==> src/rtl/bxd_ram.sv <==
// Generic single-write, single-read RAM with registered read data.
// No dependencies.
`default_nettype none

module bxd_ram #(
	parameter int WIDTH = 8,
	parameter int DEPTH = 2,
	localparam int AW = $clog2(DEPTH)
) (
	input  logic             clk,
	input  logic             wr_en,
	input  logic [AW-1:0]    wr_addr,
	input  logic [WIDTH-1:0] wr_data,
	input  logic             rd_en,
	input  logic [AW-1:0]    rd_addr,
	output logic [WIDTH-1:0] rd_data
);

	logic [WIDTH-1:0] mem [DEPTH];

	always_ff @(posedge clk) begin
		if (wr_en) begin
			mem[wr_addr] <= wr_data;
		end
		if (rd_en) begin
			rd_data <= mem[rd_addr];
		end
	end

endmodule

`default_nettype wire

==> config.mk <==
export PLATFORM = sky130hd
export DESIGN_NAME = bxd_ram
export DESIGN_NICKNAME = d
export VERILOG_FILES = /design/src/rtl/bxd_ram.sv
export SDC_FILE = /design/constraint.sdc
export NUM_CORES = 1
export LEC_CHECK = 0
export BUFFER_PORTS_ARGS = -buffer_cell sky130_fd_sc_hd__buf_2
export CORE_ASPECT_RATIO = 0.9
export CORE_MARGIN = 2
export CORE_UTILIZATION = 45
export CTS_CLUSTER_SIZE = 28
export DETAILED_ROUTE_END_ITERATION = 8
export GPL_ROUTABILITY_DRIVEN = 0
export GPL_TIMING_DRIVEN = 0
export PLACE_DENSITY = 0.69
export REMOVE_ABC_BUFFERS = 1
export SLEW_MARGIN = 25
export SYNTH_ARGS = -nofsm -noshare
export SYNTH_HDL_FRONTEND = slang
export SYNTH_SLANG_ARGS = --single-unit
==> constraint.sdc <==
create_clock -name clk -period 2.55 [get_ports clk]
set_input_delay 0.1275 -clock clk [delete_from_list [all_inputs] [get_ports clk]]
set_output_delay 0.1275 -clock clk [all_outputs]
set_load 0.01 [all_outputs]
==> flow_summary.toml <==
[timing]
drv_slew = 0
final-hold-violation-count = 0
fin_skew_ns = 0.007080
worst_pin_slew_ns = 0.6800
setup_ws_ns = 1.604
fin_hold_ws_ns = 0.01402
period_share = 0.3709
slew_headroom = 0.5457
rsz0062_at_grt = "no"
fmax_mhz = 1057
fin_setup_tns_ns = 0
finalCriticalPeriod_ns = 0.9459
setup_viol = 0

[power_and_ir_drop]
p_per_area_nw_per_um2 = 639.3
switching_share = 0.1905
p_leak_nw = 0.4223
peakVddDrop_v = 0.0003464
switching_power_mw = 0.1317
power_frac_seq = 0.681
p_comb_frac = 0.090
clkPwrFrac = 0.229
power_mw = 0.6911
internal_power_mw = 0.5594

[cells_and_area]
nFillCells = 158
fin_cells = 90
drive_above_1_share = 0.4769
n_antenna_cell = 0
finalCoreUtilization = 0.5818
nNetsFinal = 79
syn_to_final_growth_pct = 25.04
final_cell_area_um2 = 1081

[grt]
grt_pass1_vias = 345
grt_usage = 0.09654
grt_max_degree = 14
grt_pass1_wl_um = 1490
grt-ovfl-total = 0
grt_antenna_before_repair = 0

[synth]
synthesis.area_per_instance_um2 = 24.70
syn_inst = 35
synth-seq-cells = 24
synth_cell_types = 5
yosysSeqAreaShare = 0.8336
ys_warn_count = 0
syn-cell-area_um2 = 864.6

[worst_setup_path]
path_delay_family = "flip-flops"
path_class = "flop to primary output"
worstPathBufferInverterCount = 1
slowest_stage = "edfxtp_1"
worst_path_largest_cell_delay_ns = 0.37
endpoint_kind = "primary output"
crit_arrival_ns = 0.82
crit_fanout = 1
start_kind = "flop"
worst_ep_required_time_ns = 2.42
crit_chain = "buf_2"
r2r_slack_ns = 1.66

[clocking]
cts_resized = 0
clockBufferDepth = 2
cts_made_buffers = 3
cts_root_buf = "clkbuf_4"
postCtsSetupBuffers = 0
cts_tree = "done"
path_clk_slew_ns = 0.12
clk_latency_ns = 0.31
htree_levels = 1
cts.sinks = 24

[floorplan]
num_rows = 15
die_x_um = 50.21
start_util = 0.4653
pin_count = 21
die_y_um = 45.59
core_um2 = 1858
die-area_um2 = 2289

[placement]
dpl.cell_count = 79
placed_area_um2 = 984.7
portBuffers = 20
place_ws_ns = 1.384

[hold_path]
holdCritPathClass = "input port to flop"

[route]
post_drt_wl_per_cell_um = 10.33
num_vias = 377
vias_per_cell = 4.189
drt_wl_total_um = 930
route.detailed.drc = 0
first_pass_iters = 2
first_iter_violations = 9
final_antenna_net_count = 0

[flow_run]
timing.max_cap.violations = 0

[status]
status = "complete, no violations"
[logic make-up after synthesis]
| kind of cell | count (synthesis) | share of synthesized area |
|---|---|---|
| and+or+nand+nor | 2 | 0.01448 |
| DFF | 24 | 0.8336 |
| muxes | 8 | 0.1389 |
| buffers and inverters | 1 | 0.01302 |
[cells in the final DEF (no fill, tap or decap)]
master	count
edfxtp_1	24
and2_1	1
clkbuf_4	3
dlygate4sd3_1	7
clkinv_1	1
buf_2	20
mux2_4	8
nor2b_1	1
[metal layers]
layer / share of wire / track usage / vias up
met1: 0.45 / 0.1109 / 157
met3: 0.065 / 0.02961 / 4
met4: 0.030 / 0.08333 / 0
met2: 0.45 / 0.1500 / 20
met5: 0 / 0 / -
li1: - / - / 196
[synthesized netlist by cell type (all sizes together)]
cell	n	share of area
and2	1	0.0072
nor2b	1	0.0072
buf	1	0.013
mux2	8	0.14
edfxtp	24	0.83
[final timing paths]
| path | start | endpoint | cells after the start |
|---|---|---|---|
| worst max-delay path | rd_data[7] | rd_data[7] | 1 |
| worst min-delay path | wr_data[6] | mem[0][6] | 1 |
| worst max register to register | mem[0][1] | rd_data[1] | 1 |
| worst min register to register | mem[0][2] | rd_data[2] | 1 |
[final cells by class]
cell class                 count  area (um^2)  area share
clock inverter                 1        3.754    0.003472
multi-input combinational     10        132.6      0.1227
sequential                    24        720.7      0.6667
clock buffer                   3        22.52     0.02083
tap                           25        31.28     0.02894
timing repair buffer          27        170.2      0.1574
[what timing repair did]
| action | CTS | global route |
|---|---|---|
| endpoints found under the setup margin | 0 | 0 |
| hold buffers | 5 | 2 |
| hold endpoints to repair | 10 | 4 |
[registers in the layout (all words and copies together), names as in the netlist]
signal,cells
rd_data,8
mem,16
[power by group through the flow]
stage / combinational [mW] / sequential, mW / clock, mW
after floorplan: 0.0229 / 0.486 / 0
after global placement: 0.0546 / 0.479 / 0
after detailed placement: 0.0548 / 0.480 / 0
after CTS: 0.0607 / 0.471 / 0.163
after global routing: 0.0686 / 0.473 / 0.177
final: 0.0621 / 0.471 / 0.158
Power figures use the tool's default switching activity.
