File: src/rtl/bxd_pkg.sv
// Shared constants, types and the reciprocal table of the box average decimator.
// No dependencies; the interface, lane, merge and top-level files import it.
`default_nettype none

package bxd_pkg;

	localparam int MAX_WIDTH  = 2048;
	localparam int MAX_HEIGHT = 4096;

	localparam int COL_W  = $clog2(MAX_WIDTH);
	localparam int ROW_W  = $clog2(MAX_HEIGHT);
	localparam int WEFF_W = COL_W + 1;
	localparam int HEFF_W = ROW_W + 1;

	localparam int WCFG_W = 12;
	localparam int HCFG_W = 13;
	localparam int FCFG_W = 7;
	localparam int CFG_DW = 13;
	localparam int CFG_IW = 2;

	localparam logic [CFG_IW-1:0] REG_IMAGE_WIDTH  = 2'd0;
	localparam logic [CFG_IW-1:0] REG_IMAGE_HEIGHT = 2'd1;
	localparam logic [CFG_IW-1:0] REG_DECIMATION   = 2'd2;

	localparam logic [WCFG_W-1:0] RST_WIDTH  = 12'd640;
	localparam logic [HCFG_W-1:0] RST_HEIGHT = 13'd480;
	localparam logic [FCFG_W-1:0] RST_FACTOR = 7'd1;

	localparam int CH_W   = 8;
	localparam int PIX_W  = 3 * CH_W;
	localparam int SUM_W  = 12;
	localparam int CNT_W  = 4;
	localparam int RCP_W  = 17;
	localparam int RCP_SH = 16;
	localparam int LANES  = 4;
	localparam int SEL_W  = $clog2(LANES);

	typedef logic [PIX_W-1:0] bxd_pix_t;
	typedef logic [2:0][2:0][PIX_W-1:0] bxd_win_t;

	typedef struct packed {
		logic [2:0]       colm;
		logic [2:0]       rowm;
		logic [CNT_W-1:0] cnt;
		logic [COL_W-1:0] ocol;
		logic [ROW_W-1:0] orow;
	} bxd_cand_t;

	typedef struct packed {
		logic [CH_W-1:0]  red;
		logic [CH_W-1:0]  green;
		logic [CH_W-1:0]  blue;
		logic [COL_W-1:0] col;
		logic [ROW_W-1:0] row;
	} bxd_res_t;

	typedef struct packed {
		logic     vld;
		bxd_res_t res;
	} bxd_lane_out_t;

	function automatic logic [RCP_W-1:0] recip(input logic [CNT_W-1:0] n);
		logic [RCP_W-1:0] r;
		case (n)
			4'd1: r = 17'd65536;
			4'd2: r = 17'd32768;
			4'd3: r = 17'd21846;
			4'd4: r = 17'd16384;
			4'd5: r = 17'd13108;
			4'd6: r = 17'd10923;
			4'd7: r = 17'd9363;
			4'd8: r = 17'd8192;
			4'd9: r = 17'd7282;
			default: r = 17'd65536;
		endcase
		return r;
	endfunction

endpackage

`default_nettype wire

File: src/rtl/bxd_lane.sv
// One averaging lane: masked 3x3 channel sums, then division by the neighbor count.
// Depends on bxd_pkg for the candidate and result types and the reciprocal table.
`default_nettype none

module bxd_lane import bxd_pkg::*; (
	input  logic          clk,
	input  logic          arst_n,
	input  logic          adv,
	input  logic          vld,
	input  bxd_cand_t     cand,
	input  bxd_win_t      win,
	output bxd_lane_out_t lane_out
);

	logic [SUM_W-1:0] sr, sg, sb;
	logic [SUM_W-1:0] sr_s3, sg_s3, sb_s3;
	logic [CNT_W-1:0] cnt_s3;
	logic [COL_W-1:0] col_s3;
	logic [ROW_W-1:0] row_s3;
	logic             vld_s3;
	logic [RCP_W-1:0] rcp;
	logic [SUM_W+RCP_W-1:0] pr, pg, pb;

	always_comb begin
		sr = '0;
		sg = '0;
		sb = '0;
		for (int i = 0; i < 3; i++) begin
			for (int j = 0; j < 3; j++) begin
				if (cand.colm[i] && cand.rowm[j]) begin
					sr = sr + SUM_W'(win[i][j][2*CH_W +: CH_W]);
					sg = sg + SUM_W'(win[i][j][CH_W +: CH_W]);
					sb = sb + SUM_W'(win[i][j][0 +: CH_W]);
				end
			end
		end
	end

	always_ff @(posedge clk or negedge arst_n) begin
		if (!arst_n) begin
			vld_s3 <= 1'b0;
		end else if (adv) begin
			vld_s3 <= vld;
		end
	end

	always_ff @(posedge clk) begin
		if (adv) begin
			sr_s3  <= sr;
			sg_s3  <= sg;
			sb_s3  <= sb;
			cnt_s3 <= cand.cnt;
			col_s3 <= cand.ocol;
			row_s3 <= cand.orow;
		end
	end

	assign rcp = recip(cnt_s3);
	assign pr  = (SUM_W+RCP_W)'(sr_s3) * (SUM_W+RCP_W)'(rcp);
	assign pg  = (SUM_W+RCP_W)'(sg_s3) * (SUM_W+RCP_W)'(rcp);
	assign pb  = (SUM_W+RCP_W)'(sb_s3) * (SUM_W+RCP_W)'(rcp);

	assign lane_out.vld       = vld_s3;
	assign lane_out.res.red   = pr[RCP_SH +: CH_W];
	assign lane_out.res.green = pg[RCP_SH +: CH_W];
	assign lane_out.res.blue  = pb[RCP_SH +: CH_W];
	assign lane_out.res.col   = col_s3;
	assign lane_out.res.row   = row_s3;

endmodule

`default_nettype wire

File: config.mk
export PLATFORM = sky130hd
export DESIGN_NAME = bxd_lane
export DESIGN_NICKNAME = d
export VERILOG_FILES = /design/src/rtl/bxd_pkg.sv /design/src/rtl/bxd_lane.sv
export SDC_FILE = /design/constraint.sdc
export NUM_CORES = 2
export LEC_CHECK = 0
export ABC_AREA = 1
export BUFFER_PORTS_ARGS = -buffer_cell sky130_fd_sc_hd__buf_2
export CAP_MARGIN = 20
export CORE_MARGIN = 4
export CORE_UTILIZATION = 40
export DETAILED_ROUTE_END_ITERATION = 6
export SYNTH_ARGS = -nofsm -noshare
export SYNTH_HDL_FRONTEND = slang
export SYNTH_SLANG_ARGS = --single-unit
File: constraint.sdc
create_clock -name clk -period 9.6 [get_ports clk]
set_input_delay 1.92 -clock clk [delete_from_list [all_inputs] [get_ports clk]]
set_output_delay 1.92 -clock clk [all_outputs]
set_load 0.03 [all_outputs]
==> metrics <==
status=finished, final reports clean; Max Freq=105 MHz; worst setup margin=between 0.04 and 0.05 ns; Layout area overhead=30.6%; Async SR Flop Fraction=1.27%; fin crit share=99.5%; PortBufs=300; Core Util, Final=52.9%; Clock Skew=between 0.004 and 0.005 ns; pwr/cell area=196 nW/um^2; nets@finish=6050; Leak Pwr=between 20 and 25 nW; Core Region=roughly 75000 um^2; CP max stage delay=approximately 0.57 ns; CTS tree=done; Mean Syn Cell Area=7.09 um^2; Worst R2R End=rcp[4]; worst hold path type=reg2reg; worst endpoint data arrival time=9.65 ns; sequential area share after synthesis=about 7.3%; worst slew pin tran=between 0.9 and 1 ns; first-pass GRT wire length=152000 um; Chip Width=283 um; Final Slew Violations=0; area leader, netlist=fa_1; area of the multi-input gates=roughly 26000 um^2; Post-synth EDFFs=63; relative slew slack=between 30% and 40%; pin count of the biggest net entering global routing=70; mapped cell area=around 30000 um^2; Critical R2R Launch=cnt_s3[0]; initial DRC count=1531; MaxCap Viol Count=0; full die area=80200 um^2; maximum vdd drop=0.000328 V; Max Root-Sink Buffers=2; top-area cell type share of the netlist area=between 20% and 30%; CP max FO=4; Tot GR Track Use=23.5%; Fillers=7296; CTS hold repair buffers=0; 1st-pass router iterations=6; vias in the first global route=29933; Place WS=-0.909 ns; cell count after placement=around 6000; drt via density=between 4 and 5; crit path kind=in2reg; CP startpoint=cand[30]; DP HPWL=79600 um; starting density of the core=slightly above 40%; DR WL/cell=between 15 and 20 um; Core Rows=100; setup slack, reg-to-reg=about 8 ns; WHS Endpoint=vld_s3; syn_nets=between 5000 and 6000; Reg clk slew, reported paths=roughly 0.060 ns; synth top area cells=fa_1, nand2_1, ha_1; Post-synth top cells=nand2_1, inv_1, fa_1; Worst Path Required=9.69 ns; post-synthesis cell count=4273; clock root buffer master=clkbuf_16; hold path cells=2; routability cong.=0.965; synthesis warning total=0; Total Wirelength=96500 um; Residual DRC=0; Routed Antenna Nets=0; Crit-path slowest cell=fa_2; final hold viol count=0; flops & latches, synth=79; Netlist cell types=60; number of buffers created by CTS=9; FF/Latch Area=2220 um^2; Setup violations, final=0; CP startpoint kind=input pin; total grt overflow=0; R2R cell count=7; CP dominant cell by count=o21ai_2; Tmin final=9.55 ns; fin cells=6029; TritonCTS Sinks=around 80; RSZ-0062 raised after global routing=yes; Vias=about 30000; dominant synthesized flop cell=edfxtp_1; io pins=301; DIE HEIGHT=283 um; Crit. End Element=register; share of cells above drive strength 1=27.8%; top-count cell post-synth=nand2_1; Worst-Skew Late Latency=0.34 ns; hold path start=vld_s3; initial antenna violation count=34; Sum Neg Setup Slack=0 ns; H-tree depth=3
-- critical path: cells and delay by family --
family                     cells  cell delay (ns)
buffers and inverters         12             1.03
adders and majority gates      9             3.06
and+or+nand+nor               12             1.16
AOI/OAI and AO/OA             13             1.82
xor gates and xnor gates       4             0.64
-- routing by layer --
layer	global-route usage, %	share of wire [%]	vias up
met5	0	0.082	-
met4	8.95	4.1	12
met3	2.97	5.2	167
met2	41.4	50	753
met1	29.2	41	14249
li1	-	-	14550
-- worst max-delay path by stage --
stage / endpoint / slack (ns) / depth (start not counted)
2_1_floorplan: sg_s3[11] / 0.003 / 55
3_5_place_dp: sr_s3[11] / -0.91 / 57
4_1_cts: sr_s3[11] / -0.001 / 57
3_3_place_gp: sg_s3[11] / -0.84 / 53
5_1_grt: sg_s3[11] / -0.42 / 55
6_report: sg_s3[9] / 0.05 / 50
-- sequential cells by signal (all words and copies together) (netlist names) --
| register | cells |
|---|---|
| cnt_s3 | 4 |
| col_s3 | 11 |
| rcp | 15 |
| row_s3 | 12 |
| sb_s3 | 12 |
| sg_s3 | 12 |
| sr_s3 | 12 |
| vld_s3 | 1 |
-- cell type report --
class	instances	share of cell area, %
clock buffer	10	0.578
tap	969	3.06
antenna	27	0.171
clock inverter	6	0.228
sequential	79	5.61
timing repair buffer	883	15.1
multi-input combinational	3091	66.1
inverter	964	9.19
-- what timing repair did --
item	in CTS	in global routing
pin swaps	94	235
gates resized for setup	169	336
endpoints found under the setup margin	17	20
setup buffers	37	48
-- stage by stage --
stage                     hold WS, ns  instance area, um^2  total power [mW]
after CTS                       0.478                37600              7.46
after global routing            0.524                39600              8.66
final                           0.480                39600              7.75
after detailed placement        0.461                36200              6.87
after global placement          0.454                36200              6.79
after floorplan                 0.443                30300              4.80
-- placed cells by master (no fill, tap or decap), types with 8 or more instances in the layout --
| master | Yosys | routed |
|---|---|---|
| nand2_1 | 1261 | 1208 |
| inv_1 | 947 | 905 |
| buf_4 | 3 | 572 |
| fa_1 | 447 | 439 |
| buf_2 | 12 | 298 |
| ha_1 | 322 | 239 |
| nand3_1 | 168 | 150 |
| a21oi_1 | 206 | 144 |
| nor2_1 | 151 | 130 |
| ha_4 | 0 | 80 |
| xor2_1 | 72 | 66 |
| nand2_2 | 15 | 64 |
| edfxtp_1 | 63 | 63 |
| o21ai_2 | 23 | 62 |
| a21oi_2 | 3 | 56 |
| o21ai_0 | 97 | 55 |
| inv_2 | 12 | 48 |
| xnor2_1 | 53 | 46 |
| o21ai_1 | 47 | 43 |
| nand3_2 | 13 | 31 |
| diode_2 | 0 | 27 |
| or2_2 | 31 | 23 |
| nand4_1 | 23 | 23 |
| nor2_2 | 6 | 19 |
| a31oi_1 | 27 | 18 |
| nand3b_1 | 17 | 17 |
| dfxtp_1 | 15 | 13 |
| and2_4 | 0 | 12 |
| nor3_1 | 15 | 11 |
| a21oi_4 | 0 | 9 |
| clkbuf_16 | 0 | 9 |
| o21bai_1 | 10 | 8 |
| nor2_4 | 0 | 8 |
| or2_4 | 0 | 8 |
| fa_2 | 0 | 8 |
| buf_6 | 5 | 8 |
-- power breakdown --
group | total [mW] | internal [mW] | switching [mW]
clock network | 0.374 | 0.230 | 0.144
registers | 0.636 | 0.433 | 0.203
logic | 6.74 | 2.76 | 3.98
total | 7.75 | 3.42 | 4.33
-- cell families after synthesis --
kind of cell | Yosys count | share of synthesized area [%]
AOI/OAI and AO/OA | 463 | 8.65
xor gates and xnor gates | 125 | 3.61
adders and majority gates | 769 | 42.8
buffers and inverters | 1103 | 13.9
DFF | 79 | 7.32
muxes | 1 | 0.0330
and+or+nand+nor | 1733 | 23.7
Power figures use the tool's default switching activity.
