$ cat src/rtl/bxd_pkg.sv
// Shared constants, types and the reciprocal table of the box average decimator.
// No dependencies; the interface, lane, merge and top-level files import it.
`default_nettype none

package bxd_pkg;

	localparam int MAX_WIDTH  = 2048;
	localparam int MAX_HEIGHT = 4096;

	localparam int COL_W  = $clog2(MAX_WIDTH);
	localparam int ROW_W  = $clog2(MAX_HEIGHT);
	localparam int WEFF_W = COL_W + 1;
	localparam int HEFF_W = ROW_W + 1;

	localparam int WCFG_W = 12;
	localparam int HCFG_W = 13;
	localparam int FCFG_W = 7;
	localparam int CFG_DW = 13;
	localparam int CFG_IW = 2;

	localparam logic [CFG_IW-1:0] REG_IMAGE_WIDTH  = 2'd0;
	localparam logic [CFG_IW-1:0] REG_IMAGE_HEIGHT = 2'd1;
	localparam logic [CFG_IW-1:0] REG_DECIMATION   = 2'd2;

	localparam logic [WCFG_W-1:0] RST_WIDTH  = 12'd640;
	localparam logic [HCFG_W-1:0] RST_HEIGHT = 13'd480;
	localparam logic [FCFG_W-1:0] RST_FACTOR = 7'd1;

	localparam int CH_W   = 8;
	localparam int PIX_W  = 3 * CH_W;
	localparam int SUM_W  = 12;
	localparam int CNT_W  = 4;
	localparam int RCP_W  = 17;
	localparam int RCP_SH = 16;
	localparam int LANES  = 4;
	localparam int SEL_W  = $clog2(LANES);

	typedef logic [PIX_W-1:0] bxd_pix_t;
	typedef logic [2:0][2:0][PIX_W-1:0] bxd_win_t;

	typedef struct packed {
		logic [2:0]       colm;
		logic [2:0]       rowm;
		logic [CNT_W-1:0] cnt;
		logic [COL_W-1:0] ocol;
		logic [ROW_W-1:0] orow;
	} bxd_cand_t;

	typedef struct packed {
		logic [CH_W-1:0]  red;
		logic [CH_W-1:0]  green;
		logic [CH_W-1:0]  blue;
		logic [COL_W-1:0] col;
		logic [ROW_W-1:0] row;
	} bxd_res_t;

	typedef struct packed {
		logic     vld;
		bxd_res_t res;
	} bxd_lane_out_t;

	function automatic logic [RCP_W-1:0] recip(input logic [CNT_W-1:0] n);
		logic [RCP_W-1:0] r;
		case (n)
			4'd1: r = 17'd65536;
			4'd2: r = 17'd32768;
			4'd3: r = 17'd21846;
			4'd4: r = 17'd16384;
			4'd5: r = 17'd13108;
			4'd6: r = 17'd10923;
			4'd7: r = 17'd9363;
			4'd8: r = 17'd8192;
			4'd9: r = 17'd7282;
			default: r = 17'd65536;
		endcase
		return r;
	endfunction

endpackage

`default_nettype wire

$ cat src/rtl/bxd_if.sv
// Valid/ready channel interfaces for pixels in and averaged results out.
// Depends on bxd_pkg for field widths.
`default_nettype none


interface bxd_res_if import bxd_pkg::*; ();
	logic             valid;
	logic             ready;
	logic [CH_W-1:0]  avg_red;
	logic [CH_W-1:0]  avg_green;
	logic [CH_W-1:0]  avg_blue;
	logic [COL_W-1:0] out_col;
	logic [ROW_W-1:0] out_row;
	logic             last_of_run;

	modport source (output valid, output avg_red, output avg_green, output avg_blue,
		output out_col, output out_row, output last_of_run, input ready);
	modport sink (input valid, input avg_red, input avg_green, input avg_blue,
		input out_col, input out_row, input last_of_run, output ready);
endinterface

`default_nettype wire

$ cat src/rtl/bxd_merge.sv
// Result bundle register: captures the four lanes and hands their results out in order.
// Depends on bxd_pkg and the result channel interface.
`default_nettype none

module bxd_merge import bxd_pkg::*; (
	input  logic          clk,
	input  logic          arst_n,
	input  bxd_lane_out_t lane_in [LANES],
	output logic          adv,
	bxd_res_if.source     res
);

	logic [LANES-1:0] pend_q;
	bxd_res_t         bund_q [LANES];
	logic [SEL_W-1:0] sel;
	logic [LANES-1:0] sel_oh;
	logic             xfer;

	always_comb begin
		sel    = '0;
		sel_oh = '0;
		for (int k = LANES - 1; k >= 0; k--) begin
			if (pend_q[k]) begin
				sel    = SEL_W'(k);
				sel_oh = LANES'(1) << k;
			end
		end
	end

	assign xfer = res.valid && res.ready;
	assign adv  = (pend_q == '0) || ($onehot(pend_q) && res.ready);

	always_ff @(posedge clk or negedge arst_n) begin
		if (!arst_n) begin
			pend_q <= '0;
		end else if (adv) begin
			for (int k = 0; k < LANES; k++) begin
				pend_q[k] <= lane_in[k].vld;
			end
		end else if (xfer) begin
			pend_q <= pend_q & ~sel_oh;
		end
	end

	always_ff @(posedge clk) begin
		if (adv) begin
			for (int k = 0; k < LANES; k++) begin
				bund_q[k] <= lane_in[k].res;
			end
		end
	end

	assign res.valid       = pend_q != '0;
	assign res.avg_red     = bund_q[sel].red;
	assign res.avg_green   = bund_q[sel].green;
	assign res.avg_blue    = bund_q[sel].blue;
	assign res.out_col     = bund_q[sel].col;
	assign res.out_row     = bund_q[sel].row;
	assign res.last_of_run = (pend_q & ~sel_oh) == '0;

	a_run_continues: assert property (@(posedge clk) disable iff (!arst_n)
		res.valid && res.ready && !res.last_of_run |=> res.valid)
		else $error("result run broke off before its last transfer");

endmodule

`default_nettype wire

$ cat src/flat_wrapper.sv
// flat-port wrapper written by rule: the top's interface ports become plain ports
module bxd_merge_flat import bxd_pkg::*;
  (clk, arst_n, lane_in, adv, res_valid, res_avg_red, res_avg_green, res_avg_blue, res_out_col, res_out_row, res_last_of_run, res_ready);
  bxd_res_if res_i ();
  input  logic clk;
  input  logic arst_n;
  input  bxd_lane_out_t lane_in[LANES];
  output logic adv;
  output wire logic [$bits(res_i.valid)-1:0] res_valid;
  output wire logic [$bits(res_i.avg_red)-1:0] res_avg_red;
  output wire logic [$bits(res_i.avg_green)-1:0] res_avg_green;
  output wire logic [$bits(res_i.avg_blue)-1:0] res_avg_blue;
  output wire logic [$bits(res_i.out_col)-1:0] res_out_col;
  output wire logic [$bits(res_i.out_row)-1:0] res_out_row;
  output wire logic [$bits(res_i.last_of_run)-1:0] res_last_of_run;
  input wire logic [$bits(res_i.ready)-1:0] res_ready;
  assign res_valid = res_i.valid;
  assign res_avg_red = res_i.avg_red;
  assign res_avg_green = res_i.avg_green;
  assign res_avg_blue = res_i.avg_blue;
  assign res_out_col = res_i.out_col;
  assign res_out_row = res_i.out_row;
  assign res_last_of_run = res_i.last_of_run;
  assign res_i.ready = res_ready;
  bxd_merge u_core (.clk(clk), .arst_n(arst_n), .lane_in(lane_in), .adv(adv), .res(res_i));
endmodule
$ cat config.mk
export PLATFORM = sky130hd
export DESIGN_NAME = bxd_merge_flat
export DESIGN_NICKNAME = d
export VERILOG_FILES = /design/src/rtl/bxd_pkg.sv /design/src/rtl/bxd_if.sv /design/src/rtl/bxd_merge.sv /design/src/flat_wrapper.sv
export SDC_FILE = /design/constraint.sdc
export NUM_CORES = 1
export LEC_CHECK = 0
export BUFFER_PORTS_ARGS = -buffer_cell sky130_fd_sc_hd__buf_4
export CELL_PAD_IN_SITES_DETAIL_PLACEMENT = 0
export CELL_PAD_IN_SITES_GLOBAL_PLACEMENT = 1
export CORE_ASPECT_RATIO = 1.4
export CORE_MARGIN = 3
export CORE_UTILIZATION = 32
export DETAILED_ROUTE_END_ITERATION = 6
export GPL_TIMING_DRIVEN = 0
export PLACE_DENSITY_LB_ADDON = 0.08
export SLEW_MARGIN = 30
export SYNTH_ARGS = -nofsm -noshare
export SYNTH_HDL_FRONTEND = slang
export SYNTH_SLANG_ARGS = --single-unit
$ cat constraint.sdc
create_clock -name clk -period 8.9 [get_ports clk]
set_clock_uncertainty 0.15 [all_clocks]
set_input_delay 0 -clock clk [delete_from_list [all_inputs] [get_ports clk]]
set_output_delay 0 -clock clk [all_outputs]
set_load 0.01 [all_outputs]
==> results.md <==
- FF-to-FF path depth: 9
- Fraction of layout cells with a size suffix above 1: 0.325
- Pre-CTS WS: 5.54 ns
- Worst R2R End: u_core.pend_q[2]
- Comb pwr share: 0.465
- Max-slew violation count: 0
- CTS root buffer: clkbuf_16
- Mapped Cells: 441
- Die Span X: 135 um
- HPWL Detailed: 13600 um
- DRT Wirelength: 20800 um
- Die height: 186 um
- GR Overflow Total: 0
- Initial antenna violation count: 0
- WHS Endpoint: u_core.bund_q[0][35]
- Main synth FF type: edfxtp_1
- CTS tree: built
- Max_slew headroom: 0.598
- Final instance area: 12200 sq um
- Hold Fails Final Rpt: 0
- Startpoint types: flop
- Critical Path RT: 8.75 ns
- DRC Markers: 0
- Vias in the first global route: 6044
- Flop pwr share: 0.383
- Clk_lat worst skew: 0.42 ns
- Final Cycle Share: 0.408
- Die Area: 25100 sq um
- Ant diodes: 0
- Count leader, synth: edfxtp_1
- Longest Clk Path Bufs: 2
- Multi-input gate area: 1510 sq um
- Vias per inst: 4.51
- Reg2reg setup slack: 5.40 ns
- Critical setup path kind: reg -> out
- DP Area: 9720 sq um
- Mean Syn Cell Area: 16.8 sq um
- Htree depth: 4
- First-pass GRT wire length: 31500 um
- P_leak: 4.86 nW
- Ys async rst share: 0.0208
- Worst IR Drop VDD: 0.000238 V
- Setup TNS: 0 ns
- Yosys reg bits: 192
- HP Start: lane_in[179]
- Fillers: 1891
- Area leader, netlist: edfxtp_1
- Post-route ant nets: 0
- Yosys top cell area share: 0.761
- Net Switching: 1.76 mW
- Core ar.: 22700 sq um
- Final setup margin: 5.27 ns
- Reg2reg start: u_core.pend_q[0]
- Initial Util: 0.327
- Clock Power Share: 0.152
- Total GRT Usage: 0.165
- Register area: 5750 sq um
- Sequential fraction of the synthesis area: 0.775
- Status: completed
- Max_cap viols: 0
- Initial drt markers: 184
- First-pass iteration count of the detailed router: 4
- Layout Area Growth over Synthesis: 65.0%
- Pwr dens: 395 nW/um^2
- Worst endpoint data arrival time: 3.48 ns
- Hold Crit Class: in -> reg
- Final setup vio count: 0
- # rows: 65
- Slew @ Worst Pin: 0.603 ns
- Clock slew at reported path FFs: 0.07 ns
- Syn_nets: 645
- Most frequent cells after synthesis: 188 x edfxtp_1, 48 x a21oi_1, 48 x nand2_1
- Avg WL per Cell: 17.1 um
- CP max FO: 47
- Port Buffers: 244
- Max Fclk: 0.275 GHz
- Synth unique cells: 26
- Area contributors post-synth: edfxtp_1 76%, mux2i_1 6.3%, a22oi_1 4.8%
- Int Pwr: 3.07 mW
- Minimum clock period: 3.63 ns
- Setup crit end kind: output pin
- Nets: 1108
- IO Count: 245
- RSZ-0062 raised after global routing: no
- Clk sinks: 192
- Post-CTS setup buffers: 0
- Synthesized cell area: 7420 sq um
- Inserted Clock Buffers: 17
- Placer Congestion: 0.806
- Largest net degree at the start of global routing: 48
- Total number of yosys warnings: 0
- WHS Path Cells: 2
- Sw Share: 0.365
- Number of synthesized flops with an enable pin: 188
- Via Count: 5491
[worst max-delay path by stage]
stage / start / to / slack (ns)
3_5_place_dp: u_core.pend_q[0] / u_core.bund_q[2][10] / 5.54
6_report: u_core.pend_q[0] / adv / 5.27
5_1_grt: u_core.pend_q[1] / adv / 5.12
4_1_cts: u_core.pend_q[0] / adv / 5.25
2_1_floorplan: u_core.pend_q[0] / u_core.bund_q[0][0] / 2.47
3_3_place_gp: u_core.pend_q[0] / u_core.bund_q[2][22] / 0.52
[sequential cells by signal (all words and copies together), names as in the netlist]
name and flops:
u_core.pend_q 4, u_core.bund_q 188
[logic make-up (layout without fill, tap and decap cells)]
family	count (synthesis)	count (layout)	share of synthesized area
flip-flops	192	192	0.775
AND/OR/NAND/NOR	56	56	0.0326
adder cells (fa/ha/maj)	9	9	0.0162
multiplexers	47	47	0.0634
AO/OA/AOI/OAI	106	106	0.0906
buffers and inverters	31	506	0.0226
[critical path, cell delays in order (launching register included)]
cell,delay (ns)
dfrtp_1,0.53
inv_1,0.11
ha_1,0.31
ha_1,0.19
fa_1,0.45
nand4bb_1,0.29
nand2_4,0.39
buf_16,0.29
buf_12,0.25
buf_4,0.16
[placed cells by master (no fill, tap or decap), types with 2 or more instances in the layout]
| cell type | count |
|---|---|
| a21oi_1 | 48 |
| a22oi_1 | 47 |
| a32o_1 | 2 |
| buf_12 | 3 |
| buf_2 | 11 |
| buf_4 | 252 |
| bufinv_16 | 2 |
| clkbuf_1 | 9 |
| clkbuf_16 | 17 |
| clkinv_1 | 2 |
| clkinv_2 | 2 |
| clkinvlp_4 | 4 |
| dfrtp_1 | 4 |
| dlygate4sd3_1 | 196 |
| edfxtp_1 | 188 |
| ha_1 | 8 |
| inv_1 | 5 |
| mux2i_1 | 47 |
| nand2_1 | 47 |
| nor2_1 | 2 |
| o21ai_0 | 5 |
[power by group through the flow]
| stage | Combinational, mW | Sequential [mW] | Clock (mW) |
|---|---|---|---|
| 5_1_grt | 2.46 | 1.90 | 0.800 |
| 3_3_place_gp | 1.78 | 1.72 | 0 |
| 4_1_cts | 2.29 | 1.85 | 0.761 |
| 6_report | 2.25 | 1.85 | 0.737 |
| 2_1_floorplan | 1.11 | 1.88 | 0 |
| 3_5_place_dp | 2.21 | 1.87 | 0 |
[metrics by stage]
step           hold WS [ns]  total power, mW  utilization  cells
6_report              0.131             4.84        0.539   1217
5_1_grt               0.118             5.16        0.539   1217
3_5_place_dp         -0.354             4.08        0.428    990
2_1_floorplan        -0.446             3.00            -    441
4_1_cts               0.104             4.91        0.539   1217
3_3_place_gp         -0.353             3.50        0.424    986
[final cells by class]
class | instances | area share
Timing Repair Buffer | 444 | 0.317
Inverter | 5 | 0.00153
Multi-Input combinational cell | 218 | 0.124
Clock inverter | 11 | 0.00951
Tap cell | 301 | 0.0308
Buffer | 26 | 0.0122
Sequential cell | 192 | 0.470
Clock buffer | 20 | 0.0357
[routing by layer]
layer / track usage / wire, um
met1: 0.192 / 8290
met3: 0.0379 / 1010
met5: 0 / 0
met4: 0.0554 / 326
met2: 0.299 / 11100
[timing repair]
action,4_1_cts,5_1_grt
setup endpoints to repair,0,0
resized for setup,0,0
hold buffers,196,0
hold endpoints to repair,196,0
No activity file was read; power rests on OpenSTA's default activity.
